==> src/sv/dtw_pkg.sv <==
`default_nettype none
package dtw_pkg;

	localparam int HIT_CAPACITY = 64;
	localparam int TIME_W       = 20;
	localparam int TAG_W        = 32;

	localparam int CNT_W     = $clog2(HIT_CAPACITY + 1);
	localparam int IDX_W     = (HIT_CAPACITY > 1) ? $clog2(HIT_CAPACITY) : 1;
	localparam int NUM_BANKS = 2;
	localparam int BANK_W    = 1;
	localparam int ADDR_W    = IDX_W + BANK_W;
	localparam int MEM_DEPTH = NUM_BANKS << IDX_W;

	// window bounds grow past the time width before truncation
	localparam int LO_W      = TIME_W + 1;
	localparam int HI_W      = TIME_W + 2;
	localparam int MOD_CNT_W = $clog2(TIME_W + 1);

	localparam int IN_DATA_W  = ((TIME_W + TAG_W + 7) / 8) * 8;
	localparam int OUT_DATA_W = ((2 * TIME_W + TAG_W + 7) / 8) * 8;
	localparam int OUT_USER_W = 2;

	localparam int REG_IDX_W = 1;
	localparam logic [REG_IDX_W-1:0] REG_WINDOW_LENGTH = 1'b0;
	localparam logic [REG_IDX_W-1:0] REG_WINDOW_STEP   = 1'b1;

	localparam logic [TIME_W-1:0] WINDOW_LENGTH_RST = 20'd160;
	localparam logic [TIME_W-1:0] WINDOW_STEP_RST   = 20'd16;

	typedef struct packed {
		logic              en;
		logic [ADDR_W-1:0] addr;
		logic [TIME_W-1:0] hit_time;
		logic [TAG_W-1:0]  hit_tag;
	} hit_wr_t;

	typedef struct packed {
		logic [BANK_W-1:0] bank;
		logic [CNT_W-1:0]  count;
		logic              ovf;
	} evt_desc_t;

	typedef struct packed {
		logic      valid;
		evt_desc_t desc;
	} evt_head_t;

	typedef enum logic [3:0] {
		ST_IDLE,
		ST_COUNT,
		ST_BEST,
		ST_CAND_RD,
		ST_CAND_WAIT,
		ST_DIV,
		ST_EMIT_RD,
		ST_EMIT_CHK,
		ST_EMIT_NONE,
		ST_DONE
	} search_state_t;

endpackage
`default_nettype wire

==> src/sv/dtw_evt_fifo.sv <==
`default_nettype none
module dtw_evt_fifo (
	input  wire logic          clk,
	input  wire logic          arst_n,
	input  wire logic          push,
	input  dtw_pkg::evt_desc_t push_desc,
	input  wire logic          pop,
	output logic               full,
	output dtw_pkg::evt_head_t head
);
	import dtw_pkg::*;

	evt_desc_t         mem_q [NUM_BANKS];
	logic [BANK_W-1:0] wr_ptr_q;
	logic [BANK_W-1:0] rd_ptr_q;
	logic [BANK_W:0]   fill_q;

	assign full       = fill_q == (BANK_W+1)'(NUM_BANKS);
	assign head.valid = fill_q != '0;
	assign head.desc  = mem_q[rd_ptr_q];

	always_ff @(posedge clk) begin
		if (push)
			mem_q[wr_ptr_q] <= push_desc;
	end

	always_ff @(posedge clk or negedge arst_n) begin
		if (!arst_n) begin
			wr_ptr_q <= '0;
			rd_ptr_q <= '0;
			fill_q   <= '0;
		end else begin
			if (push)
				wr_ptr_q <= wr_ptr_q + 1'b1;
			if (pop)
				rd_ptr_q <= rd_ptr_q + 1'b1;
			if (push && !pop)
				fill_q <= fill_q + 1'b1;
			else if (pop && !push)
				fill_q <= fill_q - 1'b1;
		end
	end

endmodule
`default_nettype wire

==> config.mk <==
export PLATFORM = sky130hd
export DESIGN_NAME = dtw_evt_fifo
export DESIGN_NICKNAME = d
export VERILOG_FILES = /design/src/sv/dtw_pkg.sv /design/src/sv/dtw_evt_fifo.sv
export SDC_FILE = /design/constraint.sdc
export NUM_CORES = 1
export LEC_CHECK = 0
export CAP_MARGIN = 10
export CORE_MARGIN = 4
export CORE_UTILIZATION = 58
export CTS_BUF_LIST = sky130_fd_sc_hd__clkbuf_8
export CTS_CLUSTER_SIZE = 20
export DETAILED_ROUTE_END_ITERATION = 7
export DONT_BUFFER_PORTS = 1
export PLACE_DENSITY = 0.71
export SYNTH_ARGS = -nofsm -noshare
export SYNTH_HDL_FRONTEND = slang
export SYNTH_SLANG_ARGS = --single-unit
==> constraint.sdc <==
create_clock -name clk -period 3.4 [get_ports clk]
set_clock_uncertainty 0.15 [all_clocks]
set_input_delay 0.68 -clock clk [delete_from_list [all_inputs] [get_ports clk]]
set_output_delay 0.68 -clock clk [all_outputs]
set_load 0.02 [all_outputs]
==> run metrics, run 1 <==
setup bufs post-CTS 0; n_diodes 0; maxcap violations 0; Root Driver clkbuf_8; DP Worst Slack 1.54 ns; vias 354; initial antenna violation count 0; first-pass GRT wire length 1950 um; worst setup margin 1.27 ns; gr ovfl total 0; Post-Layout Cell Count 63; 1st-iter DRT viols 1; Crit Path Category flop to output pin; worst hold path class flop to flop; CP top delay family flip-flops; CP startpoint kind flop; slew margin rel. 0.489; RSZ-0062 raised after global routing false; P_leak 0.330 nW; Final Max Slew Viols 0; IO Port Bufs 0; Final min period 2.13 ns; Cell Pwr Density 863 mW/mm^2; # IOs 24; Pre-antenna DRT Iters 2; Clk Latency, worst-skew pair 0.25 ns; clock tree sinks 22; initial core utilization 0.633; Synth Instances 44; die height 46.2 um; Post-Syn Area per Cell 19.2 um^2; critical path peak fanout 10; f_max 0.469 GHz; die span in x 46.2 um; WL/cell 20.4 um; Netlist cell types 13; commonest non-fill, non-tap cells in the layout edfxtp_1, mux2_2, xor2_1, dfrtp_1, clkbuf_8; GR Util met3 0.0977; Setup TNS 0 ns; Slowest cell on crit path dfrtp_1; final setup fails 0; routed wire length 1280 um; Overall Global Routing Usage 0.149; met1 GRT Util 0.123; WP data required 2.57 ns; Layout Nets 63; outcome finished, final reports clean; die area 0.00213 mm^2; Rows 13; # H-tree levels 1; GR peak layer met2; vias in the first global route 403; worst slew pin tran 0.764 ns; Final Hold Viols 0; sequential share of the synthesized area 0.759; pin count of the biggest net entering global routing 13; Post-Syn Nets 58; clock transition at the registers of the reported paths 0.07 ns; CTS tree built; Clock Path Buffers 2; Num CTS Buffers 3; Final ANT Viol Nets 0; fin crit share 0.627; layout overhead on the synthesized area 7.41%; Buf/Inv on CP 0; leading cell type in the layout, fill and taps excluded edfxtp_1; VDD IR max 479 uV; core footprint 0.00133 mm^2; GPL Wtd Cong 0.664; Vias/cell 5.62; crit-path cells mux2_2; Placed Cells 58; DR DRC count 0; Mapped Area 845 um^2; fillers 91; Warnings, synthesis 0; GR Layer Usage met2 0.272; Worst EP arrival 1.30 ns; Critical Path Sink Type output pin; biggest cell delay along the critical path 0.59 ns; register bit total from synthesis 22; layout cells sized above 1 0.292
-- cell usage after synthesis --
cell type,count,share of area
edfxtp_1,18,0.64
mux2_2,9,0.12
dfrtp_1,4,0.12
xor2_1,4,0.041
and2_1,1,0.0074
and2b_2,1,0.010
buf_6,1,0.013
ha_1,1,0.015
inv_1,1,0.0044
nor2_1,1,0.0044
nor2b_1,1,0.0074
or2_2,1,0.0074
xnor2_1,1,0.010
-- per-layer routing --
metal	share of wire	vias to the layer above
met5	0	-
met3	0.099	2
met4	0.0094	0
met1	0.28	171
met2	0.61	15
li1	-	166
-- state kept, by name, summed over array words and instances (netlist names) --
signal / cells
rd_ptr_q: 1
fill_q: 2
mem_q: 18
wr_ptr_q: 1
-- where the power goes --
part	switching [mW]	internal, mW
combinational	0.132	0.0814
clock	0.0719	0.0802
sequential	0.0508	0.366
-- cells by family (layout without fill, tap and decap cells) --
family,Yosys count,in the layout,share of synthesized area
adders and majority gates,1,1,0.0148
muxes,9,9,0.120
and+or+nand+nor,5,5,0.0370
buffers and inverters,2,6,0.0178
xor gates and xnor gates,5,5,0.0518
DFF,22,22,0.759
-- metrics by stage --
| stage | area [um^2] | util | hold slack (ns) | power [mW] |
|---|---|---|---|---|
| after detailed placement | 852 | 0.639 | 0.234 | 0.635 |
| after floorplan | 845 | - | 0.234 | 0.613 |
| after global routing | 907 | 0.680 | 0.342 | 0.825 |
| final | 907 | 0.680 | 0.349 | 0.783 |
| after global placement | 852 | 0.639 | 0.235 | 0.624 |
| after CTS | 907 | 0.680 | 0.348 | 0.792 |
-- worst paths after layout --
| kind | startpoint | to | slack (ns) | cells after the start |
|---|---|---|---|---|
| setup / recovery | rd_ptr_q | head[4] | 1.27 | 1 |
| hold / removal | fill_q[1] | fill_q[1] | 0.35 | 1 |
| setup reg to reg | wr_ptr_q | mem_q[0][6] | 1.87 | 1 |
| hold reg to reg | fill_q[1] | fill_q[1] | 0.35 | 1 |
| max in group asynchronous | arst_n | fill_q[1] | 2.38 | 1 |
| min in group asynchronous | arst_n | rd_ptr_q | 0.55 | 1 |
-- timing repair --
item / CTS / global route
hold buffers: 1 / 0
resized for setup: 0 / 0
endpoints found under the hold margin: 4 / 0
-- final cells by class --
class | count | area [um^2] | area share
inverters | 1 | 3.75 | 0.00414
flip-flops and latches | 22 | 641 | 0.706
clock inverters | 1 | 3.75 | 0.00414
clock buffers | 3 | 41.3 | 0.0455
multi-input cells | 20 | 189 | 0.208
well taps | 15 | 18.8 | 0.0207
repair buffers | 1 | 10.0 | 0.0110
(Power assumes the default switching activity.)
==> inputs of run 2 (changes only) <==
clock period = 2.24 ns   (was 3.4 ns; I/O delays follow)
==> run 2 against run 1 <==
Effect of this change:
- via count grew 5.9%
- hold slack lost 0.22 ns
- non-clock buffer count rose by 1
- count of clock-buffer cells in the layout stayed put
- first-iteration DRC count increased to 4.0 times the previous value
- critical path depth stayed put
- setup slack worse by 0.92 ns
- total power is 53% higher
- core utilization rose by 0.56 points
- design area rose by 0.83%
- global-route usage up 0.083 points
- critical endpoint is now head[2]
==> run metrics, run 2 (synthesis results as in run 1) <==
Final Hold Viols 0 (unchanged); core footprint 0.00133 mm^2 (unchanged); VDD IR max 608 uV (+27%); GPL Wtd Cong 0.664 (about the same); biggest cell delay along the critical path 0.59 ns (about the same); Buf/Inv on CP 0 (unchanged); Setup TNS 0 ns (unchanged); vias 375 (+5.9%); final setup fails 0 (unchanged); die area 0.00213 mm^2 (unchanged); leading cell type in the layout, fill and taps excluded edfxtp_1; CP top delay family flip-flops; Final Max Slew Viols 0 (unchanged); WL/cell 20.0 um (-1.7%); gr ovfl total 0 (unchanged); post_cts resized 0 (unchanged); max reg flops 18 (unchanged); Clk pwr share 0.194 (about the same); Post-DP HPWL 984 um; IO Port Bufs 0 (unchanged); layout cells sized above 1 0.306 (+0.0145); fin crit share 0.843; crit-path cells mux2_2; commonest non-fill, non-tap cells in the layout edfxtp_1, mux2_2, xor2_1, dfrtp_1, clkbuf_8; Int Power 0.807 mW (+53%); pin count of the biggest net entering global routing 13 (unchanged); Cell Pwr Density 1310 mW/mm^2 (+52%); # IOs 24 (unchanged); Top reg by flops mem_q; outcome finished, final reports clean; post-place instance area 860 um^2 (+0.88%); Final ANT Viol Nets 0 (unchanged); routed wire length 1280 um (-0.16%); f_max 0.529 GHz; Worst EP arrival 1.29 ns (about the same); Vias/cell 5.86 (+4.3%); DR DRC count 0 (unchanged); RSZ-0062 raised after global routing false; Switching Fraction 0.327 (+0.00114); CP startpoint kind flop; worst slew pin tran 0.409 ns (-0.355 ns); Net Sw Power 0.391 mW (+54%); layout overhead on the synthesized area 8.30%; worst hold path class input pin to flop; slew margin rel. 0.727 (+0.238); clock tree sinks 22 (unchanged); first-pass GRT wire length 2040 um (+4.6%); Regs by FF count mem_q x18, fill_q x2; # H-tree levels 1 (unchanged); WP data required 1.64 ns (-0.93 ns); Num CTS Buffers 3 (unchanged); Total Power 1.20 mW (+53%); clock transition at the registers of the reported paths 0.07 ns (about the same); CTS tree built; Gate power share 0.277 (+0.004); Clock Path Buffers 2 (unchanged); Layout Nets 64 (+1.6%); Rows 13 (unchanged); maxcap violations 0 (unchanged); Slowest cell on crit path dfrtp_1; critical path peak fanout 10 (unchanged); P_leak 0.335 nW (+1.6%); Root Driver clkbuf_8; initial antenna violation count 0 (unchanged); initial core utilization 0.633 (unchanged); Flop pwr share 0.528 (-0.005); Pre-antenna DRT Iters 2 (unchanged); vias in the first global route 405 (+0.50%); Clk Latency, worst-skew pair 0.25 ns (about the same); die span in x 46.2 um (unchanged); n_diodes 0 (unchanged); die height 46.2 um (unchanged); final std cell area, no fill 915 um^2 (+0.83%); Final min period 1.89 ns; Overall Global Routing Usage 0.149 (+0.000825); Crit Path Category flop to output pin; 1st-iter DRT viols 4 (+3); Critical Path Sink Type output pin
==> run 2: path summary, 6_finish.rpt <==
path	from	endpoint	slack, ns	depth (start not counted)
worst max-delay path	rd_ptr_q	head[2]	0.35	1
worst min-delay path	push	wr_ptr_q	0.12	1
min in group asynchronous	arst_n	fill_q[0]	0.32	1
max in group asynchronous	arst_n	rd_ptr_q	1.45	1
worst min register to register	fill_q[1]	fill_q[1]	0.34	1
worst max register to register	wr_ptr_q	mem_q[0][5]	0.85	2
==> run 2: power groups by stage <==
stage / Sequential [mW] / Clock (mW) / Combinational [mW]
global route: 0.645 / 0.265 / 0.356
CTS: 0.632 / 0.242 / 0.338
finish: 0.633 / 0.233 / 0.332
global placement: 0.629 / 0 / 0.324
detailed placement: 0.640 / 0 / 0.335
floorplan: 0.596 / 0 / 0.335
==> run 2: cell type report <==
cell class / instances / area [um^2]
Clock inverter: 1 / 3.75
Sequential cell: 22 / 641
Clock buffer: 3 / 41.3
Fill cell: 89 / 419
Inverter: 1 / 3.75
Tap cell: 15 / 18.8
Multi-Input combinational cell: 20 / 189
Timing Repair Buffer: 2 / 17.5
==> run 2: through the flow <==
step	cells	hold WS, ns	worst slack [ns]	utilization
after detailed placement	59	0.00251	0.629	0.644
after floorplan	44	0.00241	0.803	-
after CTS	64	0.124	0.340	0.686
after global placement	59	0.00251	0.636	0.644
final	64	0.124	0.351	0.686
after global routing	64	0.109	0.276	0.686
==> run 2: worst register-to-register path, stage by stage, from the launching register on <==
cell	delay (ns)
dfrtp_1	0.42
nor2b_1	0.31
buf_4	0.22
==> run 2: timing repair <==
| action | CTS | global route |
|---|---|---|
| endpoints found under the hold margin | 4 | 0 |
| setup buffers | 0 | 0 |
| hold buffers | 1 | 0 |
==> run 2: metal layers <==
metal,global-route usage,vias up,share of wire
met5,0,-,0
met4,0.0682,0,0.015
met3,0.0742,4,0.091
met2,0.255,15,0.57
met1,0.150,187,0.32
li1,-,169,-
