===== config.mk =====
export PLATFORM = sky130hd
export DESIGN_NAME = dtw_loader
export DESIGN_NICKNAME = d
export VERILOG_FILES = /design/src/sv/dtw_pkg.sv /design/src/sv/dtw_loader.sv
export SDC_FILE = /design/constraint.sdc
export NUM_CORES = 1
export LEC_CHECK = 0
export BUFFER_PORTS_ARGS = -buffer_cell sky130_fd_sc_hd__buf_2
export CAP_MARGIN = 30
export CORE_ASPECT_RATIO = 1.25
export CORE_MARGIN = 1
export CORE_UTILIZATION = 29
export CTS_CLUSTER_DIAMETER = 50
export DETAILED_ROUTE_END_ITERATION = 10
export PLACE_DENSITY = 0.78
export SETUP_SLACK_MARGIN = 0.5
export SLEW_MARGIN = 20
export SYNTH_ARGS = -nofsm -noshare
export SYNTH_HDL_FRONTEND = slang
export SYNTH_SLANG_ARGS = --single-unit

===== constraint.sdc =====
create_clock -name clk -period 1.35 [get_ports clk]
set_clock_uncertainty 0.1 [all_clocks]
set_input_delay 0.2025 -clock clk [delete_from_list [all_inputs] [get_ports clk]]
set_output_delay 0.2025 -clock clk [all_outputs]
set_load 0.02 [all_outputs]

===== src/sv/dtw_pkg.sv =====
`default_nettype none
package dtw_pkg;

	localparam int HIT_CAPACITY = 64;
	localparam int TIME_W       = 20;
	localparam int TAG_W        = 32;

	localparam int CNT_W     = $clog2(HIT_CAPACITY + 1);
	localparam int IDX_W     = (HIT_CAPACITY > 1) ? $clog2(HIT_CAPACITY) : 1;
	localparam int NUM_BANKS = 2;
	localparam int BANK_W    = 1;
	localparam int ADDR_W    = IDX_W + BANK_W;
	localparam int MEM_DEPTH = NUM_BANKS << IDX_W;

	// window bounds grow past the time width before truncation
	localparam int LO_W      = TIME_W + 1;
	localparam int HI_W      = TIME_W + 2;
	localparam int MOD_CNT_W = $clog2(TIME_W + 1);

	localparam int IN_DATA_W  = ((TIME_W + TAG_W + 7) / 8) * 8;
	localparam int OUT_DATA_W = ((2 * TIME_W + TAG_W + 7) / 8) * 8;
	localparam int OUT_USER_W = 2;

	localparam int REG_IDX_W = 1;
	localparam logic [REG_IDX_W-1:0] REG_WINDOW_LENGTH = 1'b0;
	localparam logic [REG_IDX_W-1:0] REG_WINDOW_STEP   = 1'b1;

	localparam logic [TIME_W-1:0] WINDOW_LENGTH_RST = 20'd160;
	localparam logic [TIME_W-1:0] WINDOW_STEP_RST   = 20'd16;

	typedef struct packed {
		logic              en;
		logic [ADDR_W-1:0] addr;
		logic [TIME_W-1:0] hit_time;
		logic [TAG_W-1:0]  hit_tag;
	} hit_wr_t;

	typedef struct packed {
		logic [BANK_W-1:0] bank;
		logic [CNT_W-1:0]  count;
		logic              ovf;
	} evt_desc_t;

	typedef struct packed {
		logic      valid;
		evt_desc_t desc;
	} evt_head_t;

	typedef enum logic [3:0] {
		ST_IDLE,
		ST_COUNT,
		ST_BEST,
		ST_CAND_RD,
		ST_CAND_WAIT,
		ST_DIV,
		ST_EMIT_RD,
		ST_EMIT_CHK,
		ST_EMIT_NONE,
		ST_DONE
	} search_state_t;

endpackage
`default_nettype wire


===== src/sv/dtw_loader.sv =====
`default_nettype none
module dtw_loader (
	input  wire logic                         clk,
	input  wire logic                         arst_n,
	input  wire logic                         s_tvalid,
	output logic                              s_tready,
	input  wire logic [dtw_pkg::IN_DATA_W-1:0] s_tdata, // hit_time, hit_tag, zero pad
	input  wire logic                         s_tlast,  // last_hit
	input  wire logic                         q_full,
	output logic                              q_push,
	output dtw_pkg::evt_desc_t                q_push_desc,
	output dtw_pkg::hit_wr_t                  hit_wr
);
	import dtw_pkg::*;

	logic [CNT_W-1:0]  cnt_q;
	logic              ovf_q;
	logic [BANK_W-1:0] bank_q;
	logic              accept;
	logic              room;
	logic [CNT_W-1:0]  cnt_nxt;
	logic              ovf_nxt;

	// a bank is free while the queue holds fewer events than there are banks
	assign s_tready = !q_full;
	assign accept   = s_tvalid && s_tready;
	assign room     = cnt_q < CNT_W'(HIT_CAPACITY);
	assign cnt_nxt  = room ? CNT_W'(cnt_q + 1'b1) : cnt_q;
	assign ovf_nxt  = ovf_q || !room;

	assign hit_wr.en       = accept && room;
	assign hit_wr.addr     = {bank_q, cnt_q[IDX_W-1:0]};
	assign hit_wr.hit_time = s_tdata[TIME_W-1:0];
	assign hit_wr.hit_tag  = s_tdata[TIME_W +: TAG_W];

	assign q_push            = accept && s_tlast;
	assign q_push_desc.bank  = bank_q;
	assign q_push_desc.count = cnt_nxt;
	assign q_push_desc.ovf   = ovf_nxt;

	always_ff @(posedge clk or negedge arst_n) begin
		if (!arst_n) begin
			cnt_q  <= '0;
			ovf_q  <= 1'b0;
			bank_q <= '0;
		end else if (accept) begin
			if (s_tlast) begin
				cnt_q  <= '0;
				ovf_q  <= 1'b0;
				bank_q <= bank_q + 1'b1;
			end else begin
				cnt_q <= cnt_nxt;
				ovf_q <= ovf_nxt;
			end
		end
	end

endmodule
`default_nettype wire


==> impl_results.md, run 1 <==
- Status: complete, but fails checks
- Failing checks: setup timing
- DRC: 0
- Origin of the critical flop-to-flop path: cnt_q[1]$_DFFE_PN0N_
- Async SR Flop Fraction: 100.0%
- Leak: about 0.0006 uW
- Initial Util: between 30% and 40%
- Clock root buffer: clkbuf_8
- Core area: 3281 um2
- Setup CP Type: reg -> out
- Warnings from Yosys: 0
- Flops & latches, synth: 9
- RSZ-0062 raised after global routing: yes
- CTS tree: yes
- GRT overflow: 0
- Drt pass-1 iters: 3
- Top cell family by delay on the critical path: flip-flops
- CP cell instances: ha_4 > nand4b_1 > xnor2_2 > buf_4
- Worst min path class: in -> reg
- Area of the multi-input gates: about 470 um2
- WP data arrival: ~1.4 ns
- TNS Setup: -2.420 ns
- Ant. Diodes: 0
- Min-delay src: s_tlast
- Critical path launch point type: flip-flop
- DR vias: slightly below 700
- DR iter-0 viols: 4
- Slew @ Worst Pin: between 0.2 and 0.3 ns
- Peak supply drop: roughly 620 uV
- Syn avg cell area: 8.980 um2
- FF-to-FF setup slack: -0.26 ns
- Max Slew Vio Count: 0
- CTS clock-pin slew for the worst setup and hold paths: 0.05 ns
- Prevailing post-synth register cell: dfrtp_1
- Core Util, Final: approximately 39%
- Largest stage delay, worst path: ~0.43 ns
- First-pass GRT wire length: around 3800 um
- Clk_lat worst skew: 0.24 ns
- Cells after Synth: ~110
- Nets@finish: about 170
- Cell depth of the worst setup path: 4
- FF-to-FF End: cnt_q[4]$_DFFE_PN0N_
- Total track usage: roughly 15%
- Vias in the first global route: between 700 and 800
- Clock buffer depth: 2
- Slew headroom: 82.41%
- Chip height: between 60 and 70 um
- Number of synthesized flops with an enable pin: 0
- Die W: roughly 55 um
- Number of max-cap violations: 0
- IO buf count: 23
- Cells on Worst Hold Path: 2
- Final Critical Period: 1.653 ns
- Synth unique cells: 26
- Fraction of layout cells with a size suffix above 1: between 70 and 80%
- Final Setup Violations: 15
- Hold Vio Cnt, Final: 0
- Final ANT Viol Nets: 0
- CTS buffer count: 3
- Largest net degree at the start of global routing: 10
- Buf/Inv on CP: 1
- Mapped cell area: between 1000 and 1500 um2
- PwrDens: around 1100 nW/um2
- GP Congestion: a little under 0.8
- Final WS setup: -0.3027 ns
- FP Rows: 23
- H-tree lvl count: 1
- Full die area: between 3000 and 4000 um2
- Post-DR wirelength/cell: roughly 19 um
- Syn nets: between 150 and 200
- DP Wirelength: 1863 um
- Sequential area share after synthesis: between 20 and 25%
- Final WL: between 2000 and 3000 um
- Fmax: between 0.6 and 0.7 GHz
- Seq. cell area: between 200 and 250 um2
- Crit path max fanout: 3
- Placed Cells: 118
- CP max-delay cell: dfrtp_2
- CTS Sinks: 9
- Fillers: between 300 and 400
- Crit. End Element: primary output
- Antenna violations before repair: 0
- Worst path required time: around 1.1 ns
- Non-filler cells, final: approximately 140
- DP Worst Slack: -0.07541 ns
- Via-to-Cell Ratio: around 4.9
- Final period utilization: 122.4%
- Ports: around 130
- Area Overhead vs Synth: 26.26%
- Hold Path Sink: cnt_q[5]$_DFFE_PN0N_
- R2R depth: 6
==> routing by layer <==
layer | track usage [%] | vias up | part of all wire (%)
met5 | 0 | - | 0
met4 | 12.81 | 0 | 4.8
met3 | 10.00 | 17 | 14
met2 | 23.19 | 57 | 52
met1 | 13.52 | 318 | 29
li1 | - | 292 | -
==> how the worst max path moves through the flow <==
stage | slack (ns) | start | endpoint
after floorplan | -0.02 | cnt_q[0]$_DFFE_PN0N_ | cnt_q[4]$_DFFE_PN0N_
after detailed placement | -0.08 | cnt_q[6]$_DFFE_PN0N_ | q_push_desc[4]
after global placement | -0.05 | cnt_q[1]$_DFFE_PN0N_ | q_push_desc[5]
after global routing | -0.36 | cnt_q[1]$_DFFE_PN0N_ | q_push_desc[5]
after CTS | -0.30 | cnt_q[0]$_DFFE_PN0N_ | q_push_desc[2]
final | -0.30 | cnt_q[1]$_DFFE_PN0N_ | q_push_desc[5]
==> what timing repair did <==
item / in CTS / in global routing
gates cloned: 1 / 0
setup endpoints to repair: 26 / 28
pin swaps: 9 / 8
resized for setup: 52 / 12
hold buffers: 1 / 0
setup buffers: 10 / 7
hold endpoints to repair: 9 / 0
==> report_power, final <==
group / internal [uW] / switching [uW]
Sequential: 319 / 60.2
Combinational: 432 / 331
Clock: 207 / 121
Total: 958 / 512
==> synthesized netlist by cell type (3+ instances only) <==
master / n / area share, %
dfrtp_1: 9 / 22
inv_1: 3 / 1.1
and2_1: 3 / 1.8
nand2_1: 4 / 1.5
buf_4: 61 / 45
nor2_1: 3 / 1.1
xnor2_1: 5 / 4.3
==> sequential cells by signal (all words and copies together) (netlist names) <==
signal and count:
cnt_q 7, bank_q 1, ovf_q 1
==> per-stage QoR <==
step / cell area [um2] / total power, uW / hold slack [ns]
after global routing: 1281 / 1544 / 0.2393
after floorplan: 1116 / 991.2 / -0.1931
final: 1281 / 1470 / 0.2258
after CTS: 1161 / 1407 / 0.2226
after detailed placement: 845.8 / 850.0 / -0.03198
after global placement: 845.8 / 839.1 / -0.03841
==> cells in the final DEF, fill, tap and decap left out, drive strengths merged <==
| cell type | instances |
|---|---|
| a21boi | 2 |
| a22o | 3 |
| a311o | 2 |
| a41o | 1 |
| and2 | 3 |
| buf | 47 |
| clkbuf | 5 |
| dfrtp | 9 |
| dlygate4sd3 | 1 |
| ha | 1 |
| inv | 3 |
| mux2 | 1 |
| nand2 | 4 |
| nand2b | 3 |
| nand4b | 3 |
| nor2 | 4 |
| nor2b | 2 |
| nor4 | 2 |
| o311ai | 1 |
| or2 | 1 |
| xnor2 | 5 |
| xor2 | 1 |
==> layout make-up <==
type	instances	share of cell area, %
Timing Repair Buffer	49	37.30
Multi-Input combinational cell	39	36.62
Sequential cell	9	18.07
Tap cell	37	3.613
Clock buffer	4	3.516
Inverter	3	0.8789
==> kinds of logic (layout without fill, tap and decap cells) <==
logic type,Yosys count,in the layout,share of synthesized area [%]
and+or+nand+nor,21,22,13.69
xor gates and xnor gates,6,6,5.179
buffers and inverters,66,56,48.46
DFF,9,9,22.20
AOI/OAI and AO/OA,9,9,8.139
adders and majority gates,1,1,1.233
muxes,1,1,1.110
Power figures use the tool's default switching activity.
==> inputs of run 2 (changes only) <==
--- a/constraint.sdc
+++ b/constraint.sdc
@@ -3,3 +3,3 @@
 set_input_delay 0.2025 -clock clk [delete_from_list [all_inputs] [get_ports clk]]
 set_output_delay 0.2025 -clock clk [all_outputs]
-set_load 0.02 [all_outputs]
+set_load 0.005 [all_outputs]
==> impl_results.md, run 2 (synthesis results as in run 1) <==
- Slew @ Worst Pin: 0.2834 ns (+0.02361 ns)
- CP max-delay cell: dfrtp_2
- Slew headroom: 80.81% (-1.6 points)
- Area of the multi-input gates: 421.7 um2 (-10%)
- Drt pass-1 iters: 3 (unchanged)
- Worst min path class: in -> reg
- Crit. End Element: primary output
- Die W: 54.91 um (unchanged)
- Initial Util: 30.93% (unchanged)
- Number of max-cap violations: 0 (unchanged)
- Fillers: 326 (+2.8%)
- CP cell instances: ha_4 > mux2_4 > buf_6
- Reg with most FFs: cnt_q
- Vias in the first global route: 664 (-6.9%)
- Peak supply drop: 649.5 uV (+5.0%)
- DR iter-0 viols: 7 (+3)
- CTS tree: yes
- Nets@finish: 162 (-3.0%)
- RSZ-0062 raised after global routing: yes
- Full die area: 3741 um2 (unchanged)
- H-tree lvl count: 1 (unchanged)
- Max Slew Vio Count: 0 (unchanged)
- CTS clock-pin slew for the worst setup and hold paths: 0.05 ns (about the same)
- Setup CP Type: reg -> out
- CTS buffer count: 3 (unchanged)
- Fraction of layout cells with a size suffix above 1: 73.74% (-3.2 points)
- First-pass GRT wire length: 3222 um (-15%)
- Clk_lat worst skew: 0.23 ns (about the same)
- Commonest non-fill, non-tap cell in the layout: buf_6
- Largest register FFs: 7 (unchanged)
- Placed cell areas: 792.0 um2 (-6.4%)
- Core Util, Final: 34.32% (-4.7 points)
- Clock root buffer: clkbuf_8
- Largest stage delay, worst path: 0.44 ns (about the same)
- Top flop regs: cnt_q x7, bank_q x1, ovf_q x1
- IO buf count: 23 (unchanged)
- Final period utilization: 119.1% (-3.3 points)
- Leak: 0.0005462 uW (-9.3%)
- Total track usage: 12.75% (-2.5 points)
- Status: complete, but fails checks
- Fmax: 0.6220 GHz (+2.8%)
- Final Critical Period: 1.608 ns (-0.04510 ns)
- FF-to-FF setup slack: -0.16 ns (+0.10 ns)
- Most frequent cells in the layout: buf_6, buf_2, buf_4
- WP data arrival: 1.31 ns (-0.04 ns)
- DP Wirelength: 1684 um (-9.6%)
- Final ANT Viol Nets: 0 (unchanged)
- Ports: 132 (unchanged)
- Largest net degree at the start of global routing: 10 (unchanged)
- Buf/Inv on CP: 1 (unchanged)
- Placed Cells: 117 (-0.85%)
- Final Setup Violations: 12 (-3)
- Post-DR wirelength/cell: 17.51 um (-5.7%)
- Final WS setup: -0.2576 ns (+0.04510 ns)
- Seq. cell area: 232.7 um2 (+0.54%)
- Worst path required time: 1.05 ns (about the same)
- Hold Vio Cnt, Final: 0 (unchanged)
- Area Overhead vs Synth: 10.97%
- PwrDens: 1067 nW/um2 (-7.0%)
- GRT overflow: 0 (unchanged)
- Crit path max fanout: 3 (unchanged)
- Final WL: 2382 um (-9.1%)
- Antenna violations before repair: 0 (unchanged)
- Core area: 3281 um2 (unchanged)
- Top cell family by delay on the critical path: flip-flops
- Critical path launch point type: flip-flop
- Ant. Diodes: 0 (unchanged)
- Chip height: 68.14 um (unchanged)
- Post-route cell area: 1126 um2 (-12%)
- CTS Sinks: 9 (unchanged)
- GP Congestion: 0.7793 (-0.74%)
- Via-to-Cell Ratio: 4.757 (-1.9%)
- Clock buffer depth: 2 (unchanged)
- DR vias: 647 (-5.4%)
- DRC: 0 (unchanged)
- FP Rows: 23 (unchanged)
- Failing checks: setup timing
- Non-filler cells, final: 136 (-3.5%)
-- run 2: timing repair --
item	in CTS	in global routing
endpoints found under the setup margin	26	28
hold buffers	1	0
setup buffers	10	4
gates cloned	0	0
endpoints found under the hold margin	9	0
gates resized for setup	20	15
pin swaps	9	3
-- run 2: cell type report --
cell class                      count  area share, %
Clock buffer                        4          4.000
Inverter                            3          1.000
Multi-Input combinational cell     38          37.44
Sequential cell                     9          20.67
Tap cell                           37          4.111
Timing Repair Buffer               45          32.78
-- run 2: layer usage --
layer,track usage (%),vias up,routed length (um)
met3,9.111,24,373
met1,9.379,299,649
met5,0,-,0
li1,-,282,-
met2,19.88,42,1214
met4,13.44,0,144
-- run 2: report_power, final --
group	total, uW	internal (uW)	leakage (uW)	switching [uW]
sequential	376	320	0.000104	56.0
clock	312	206	0.0000228	106
combinational	514	321	0.000419	193
-- run 2: path summary, 6_finish.rpt --
check | cells after the start | startpoint | end
max | 3 | cnt_q[0]$_DFFE_PN0N_ | q_push_desc[2]
min in group asynchronous | 2 | arst_n | cnt_q[4]$_DFFE_PN0N_
max reg2reg | 5 | cnt_q[1]$_DFFE_PN0N_ | cnt_q[4]$_DFFE_PN0N_
min reg2reg | 2 | ovf_q$_DFFE_PN0N_ | ovf_q$_DFFE_PN0N_
max in group asynchronous | 2 | arst_n | cnt_q[0]$_DFFE_PN0N_
min | 2 | s_tlast | cnt_q[5]$_DFFE_PN0N_
-- run 2: per-stage QoR --
stage	TNS (ns)	power (uW)	setup slack, ns	hold slack, ns
final	-1.939	1202	-0.2576	0.2044
after global routing	-2.569	1291	-0.2948	0.2168
after CTS	-1.801	1147	-0.2623	0.2199
after detailed placement	-0.04270	705.0	-0.02397	-0.03240
after global placement	-0.008081	691.6	-0.008081	-0.03817
after floorplan	0	749.6	0.01715	-0.1931
